===== src/rtl/core/gaa_pkg.sv =====
// Types and constants shared by the grid authority arbiter modules
package gaa_pkg;

  typedef enum logic [2:0] {
    KIND_PROPOSAL  = 3'd0,
    KIND_ASSIGN    = 3'd1,
    KIND_REPORT    = 3'd2,
    KIND_ACTIVATE  = 3'd3,
    KIND_INACTIVE  = 3'd4,
    KIND_TRANSPORT = 3'd5
  } kind_t;

  typedef enum logic [2:0] {
    ST_OK      = 3'd0,
    ST_UNAUTH  = 3'd1,
    ST_INVALID = 3'd2,
    ST_STALE   = 3'd3,
    ST_DUP     = 3'd4,
    ST_REJECT  = 3'd5,
    ST_FULL    = 3'd6
  } status_t;

  localparam logic [1:0] RUN_OK      = 2'd0;
  localparam logic [1:0] RUN_MISSING = 2'd1;
  localparam logic [1:0] MAX_MODE    = 2'd2;

  localparam logic [1:0] CFG_LOCAL       = 2'd0;
  localparam logic [1:0] CFG_COORDINATOR = 2'd1;
  localparam logic [1:0] CFG_ARRANGEMENT = 2'd2;

  typedef enum logic [2:0] {
    S_IDLE,
    S_SCAN,
    S_READ,
    S_COMMIT,
    S_OUT
  } state_t;

  // controller to datapath
  typedef struct packed {
    logic load;      // capture the request
    logic scan_clr;  // start of table search
    logic scan_step; // look at one slot
    logic commit;    // apply the update, form the result
  } gaa_cmd_t;

  // datapath to controller
  typedef struct packed {
    logic needs_table; // request is a well-formed proposal or transport event
    logic scan_done;
  } gaa_sts_t;

endpackage


===== src/rtl/core/gaa_ctrl.sv =====
// Sequencer for the grid authority arbiter
module gaa_ctrl (
  input  logic              clk,
  input  logic              rst,
  input  logic              in_valid,
  output logic              in_ready,
  output logic              out_valid,
  input  logic              out_ready,
  output gaa_pkg::gaa_cmd_t cmd,
  input  gaa_pkg::gaa_sts_t sts
);
  import gaa_pkg::*;

  state_t state, state_next;

  always_ff @(posedge clk) begin
    if (rst) begin
      state <= S_IDLE;
    end else begin
      state <= state_next;
    end
  end

  always_comb begin
    state_next = state;
    unique case (state)
      S_IDLE:   if (in_valid) state_next = S_SCAN;
      S_SCAN:   state_next = sts.needs_table ? S_READ : S_COMMIT;
      S_READ:   if (sts.scan_done) state_next = S_COMMIT;
      S_COMMIT: state_next = S_OUT;
      S_OUT:    if (out_ready) state_next = S_IDLE;
      default:  state_next = S_IDLE;
    endcase
  end

  always_comb begin
    in_ready       = 1'b0;
    out_valid      = 1'b0;
    cmd            = '0;
    unique case (state)
      S_IDLE: begin
        in_ready = 1'b1;
        cmd.load = in_valid;
      end
      S_SCAN:   cmd.scan_clr = 1'b1;
      S_READ:   cmd.scan_step = 1'b1;
      S_COMMIT: cmd.commit = 1'b1;
      S_OUT:    out_valid = 1'b1;
      default: ;
    endcase
  end

`ifndef SYNTHESIS
  a_out_after_commit: assert property (@(posedge clk) disable iff (rst)
    cmd.commit |=> out_valid) else $error("result not shown after commit");
  a_no_load_busy: assert property (@(posedge clk) disable iff (rst)
    out_valid |-> !cmd.load) else $error("request taken while result pending");
  a_commit_once: assert property (@(posedge clk) disable iff (rst)
    cmd.commit |=> !cmd.commit) else $error("double commit");
`endif

endmodule


===== config.mk =====
export PLATFORM = sky130hd
export DESIGN_NAME = gaa_ctrl
export DESIGN_NICKNAME = d
export VERILOG_FILES = /design/src/rtl/core/gaa_pkg.sv /design/src/rtl/core/gaa_ctrl.sv
export SDC_FILE = /design/constraint.sdc
export NUM_CORES = 1
export LEC_CHECK = 0
export BUFFER_PORTS_ARGS = -buffer_cell sky130_fd_sc_hd__buf_2
export CAP_MARGIN = 20
export CORE_AREA = 10 10 47 49
export CTS_CLUSTER_SIZE = 16
export DETAILED_ROUTE_END_ITERATION = 10
export DIE_AREA = 0 0 57 59
export HOLD_SLACK_MARGIN = 0.1
export PLACE_DENSITY_LB_ADDON = 0.12
export SKIP_LAST_GASP = 1
export SLEW_MARGIN = 25
export SYNTH_ARGS = -nofsm -noshare
export SYNTH_HDL_FRONTEND = slang
export SYNTH_SLANG_ARGS = --single-unit

===== constraint.sdc =====
create_clock -name clk -period 1.55 [get_ports clk]
set_clock_uncertainty 0.05 [all_clocks]
set_input_delay 0 -clock clk [delete_from_list [all_inputs] [get_ports clk]]
set_output_delay 0 -clock clk [all_outputs]
set_load 0.005 [all_outputs]

==> flow_summary.toml <==
[yosys]
yosys.cell_types.count = 20
syn_area_sq_um = 269
yosysWarnings = 0
synth_nets = 33
synth-seq-cells = 3
syn_inst = 27
syn_area_per_cell_sq_um = 9.96
seq_area_frac_synth = 0.223

[run]
drv_cap = 0

[route]
wirelength_um = 628
viasPerCell = 3.96
vias = 226
routedWlPerCell_um = 11.0
drtIter0Drc = 1
antenna_left = 0
route.detailed.drc = 0
drt_pass1_iterations = 2

[critical_path]
arrival_ps = 1260
r2r_cells = 3
reg2reg_to = "state[0]"
slowest_delay_ps = 610
crit_path_start_kind = "register"
cp-end-kind = "primary output"
critical_path.max_fanout = 11
path_class = "reg2out"
ff2ff_setup_slack_ps = 250
path_cells = "nor3_1, and2_1, buf_2"
r2r_start = "state[0]"
worstPathRequired_ps = 1500
slowest_stage = "dfxtp_1"

[global_routing]
grtUsageMet1 = 0.0450
grt_pass1_wl_um = 1010
grt_usage = 0.0384
grt_max_degree = 12
busiest_layer = "met2"
overflow = 0
use_met2 = 0.0527
first_global_vias = 219
antenna_found_initial = 0
gr-usage-met3 = 0.0236

[layout]
drive_gt1_frac = 0.512
final_common_cell = "buf_2"
fillCellCount = 162
post-route-util = 0.259
area_growth_syn_to_layout_pct = 34.9
stdcell_count = 57
layout_common_cells = "buf_2, nor3_1, clkbuf_4, dlygate4sd3_1, dfxtp_1"
layout.nets = 48
insertedDiodeCount = 0
top_regs = "state x3"
largest_reg_flops = 3
regMostFlops = "state"

[place]
dp_hpwl_um = 478
place_congestion = 0.706
io_buffers = 11
dp.cells = 50

[die]
die_w_um = 57
die-area_sq_um = 3360
fp-row-count = 14
core_sq_um = 1400
ios = 12
initial_core_util = 0.192
chipHeight_um = 59

[clock_network]
root_buffer = "clkbuf_4"
cts.sinks = 3
cts_setup_buffers = 0
h-tree-depth = 1
clk_pin_slew_worst_paths_ps = 30
clockBufferDepth = 2
cts_made_buffers = 3
cts_tree = "yes"
clkLatencyLatePin_ps = 230

[timing]
rsz0062_at_grt = "false"
setup_viol = 0
hold_viol_final = 0
slew_headroom = 0.681
layout_worst_path_cycle_share = 0.843
worst_pin_slew_ps = 478
min_period_ps = 1310
timing.setup.tns_ps = 0
max_freq_mhz = 765
slew_viol_final = 0

[pwr]
p_leak_nw = 0.154
p_total_mw = 0.511
vdd_drop_max_mv = 0.607
p_per_area_nw_per_um2 = 1410

[run_status]
status = "complete, no violations"

[hold_path]
hold_start = "in_valid"
hp-class = "in2reg"
min_to = "state[2]"
holdPathStages = 3
## cell usage after synthesis, drive strengths merged
library cell  n  area share
nand3b        1       0.028
a221oi        1       0.056
nor4          1       0.079
nor2b         2       0.047
nor2          1       0.014
nor3          3       0.056
buf           4        0.14
xnor2         1       0.033
and3b         1       0.037
mux2i         1       0.037
nand2b        1       0.023
nor3b         2       0.074
a21oi         1       0.033
a2111oi       1       0.056
inv           1       0.014
and2          2       0.051
dfxtp         3        0.22
## timing repair
item	4_1_cts	5_1_grt
hold buffers	3	0
endpoints found under the hold margin	3	0
gates resized for setup	0	0
## cell families (layout without fill, tap and decap cells)
kind of cell	after synthesis	in the layout	share of synthesized area
xor+xnor	1	1	0.0326
buf+inv	5	19	0.153
compound gates	3	3	0.144
flops	3	3	0.223
simple gates	14	14	0.409
mux	1	1	0.0372
## power breakdown
| part | switching, mW | leakage [nW] | internal, mW |
|---|---|---|---|
| registers | 0.0716 | 0.0247 | 0.0995 |
| logic | 0.0781 | 0.114 | 0.126 |
| clock network | 0.0391 | 0.0150 | 0.0964 |
## through the flow
| stage | worst slack, ps | hold WS (ps) | instance area (sq um) |
|---|---|---|---|
| after floorplan | 421 | 16.2 | 269 |
| after global placement | 253 | 170 | 307 |
| after detailed placement | 271 | 172 | 307 |
| after CTS | 207 | 120 | 363 |
| after global routing | 134 | 149 | 363 |
| final | 244 | 127 | 363 |
## worst max-delay path, delay by kind of cell (launching register included)
kind                   cells  cell delay (ps)
buffers and inverters      1              120
flip-flops                 1              610
AND/OR/NAND/NOR            2              300
## routing by layer
layer	routed length, um	vias to the layer above
met5	0	-
li1	-	120
met3	34	0
met2	286	7
met4	0	0
met1	307	99
## worst max path at each step
| stage | depth (start not counted) | to | slack (ps) | start |
|---|---|---|---|---|
| final | 3 | cmd[3] | 240 | state[1] |
| after global routing | 3 | cmd[3] | 130 | state[1] |
| after CTS | 3 | cmd[3] | 210 | state[1] |
| after detailed placement | 3 | state[0] | 270 | state[0] |
| after global placement | 3 | state[0] | 250 | state[0] |
| after floorplan | 4 | state[2] | 420 | state[1] |
## cell type report
cell class              count  area, sq um  share of cell area
multi-input cells          19          168               0.462
repair buffers             14         85.1               0.234
flip-flops and latches      3         60.1               0.166
clock buffers               4         26.3              0.0724
well taps                  16         20.0              0.0552
inverters                   1         3.75              0.0103
Note: power is estimated with default switching activity, not from simulation.
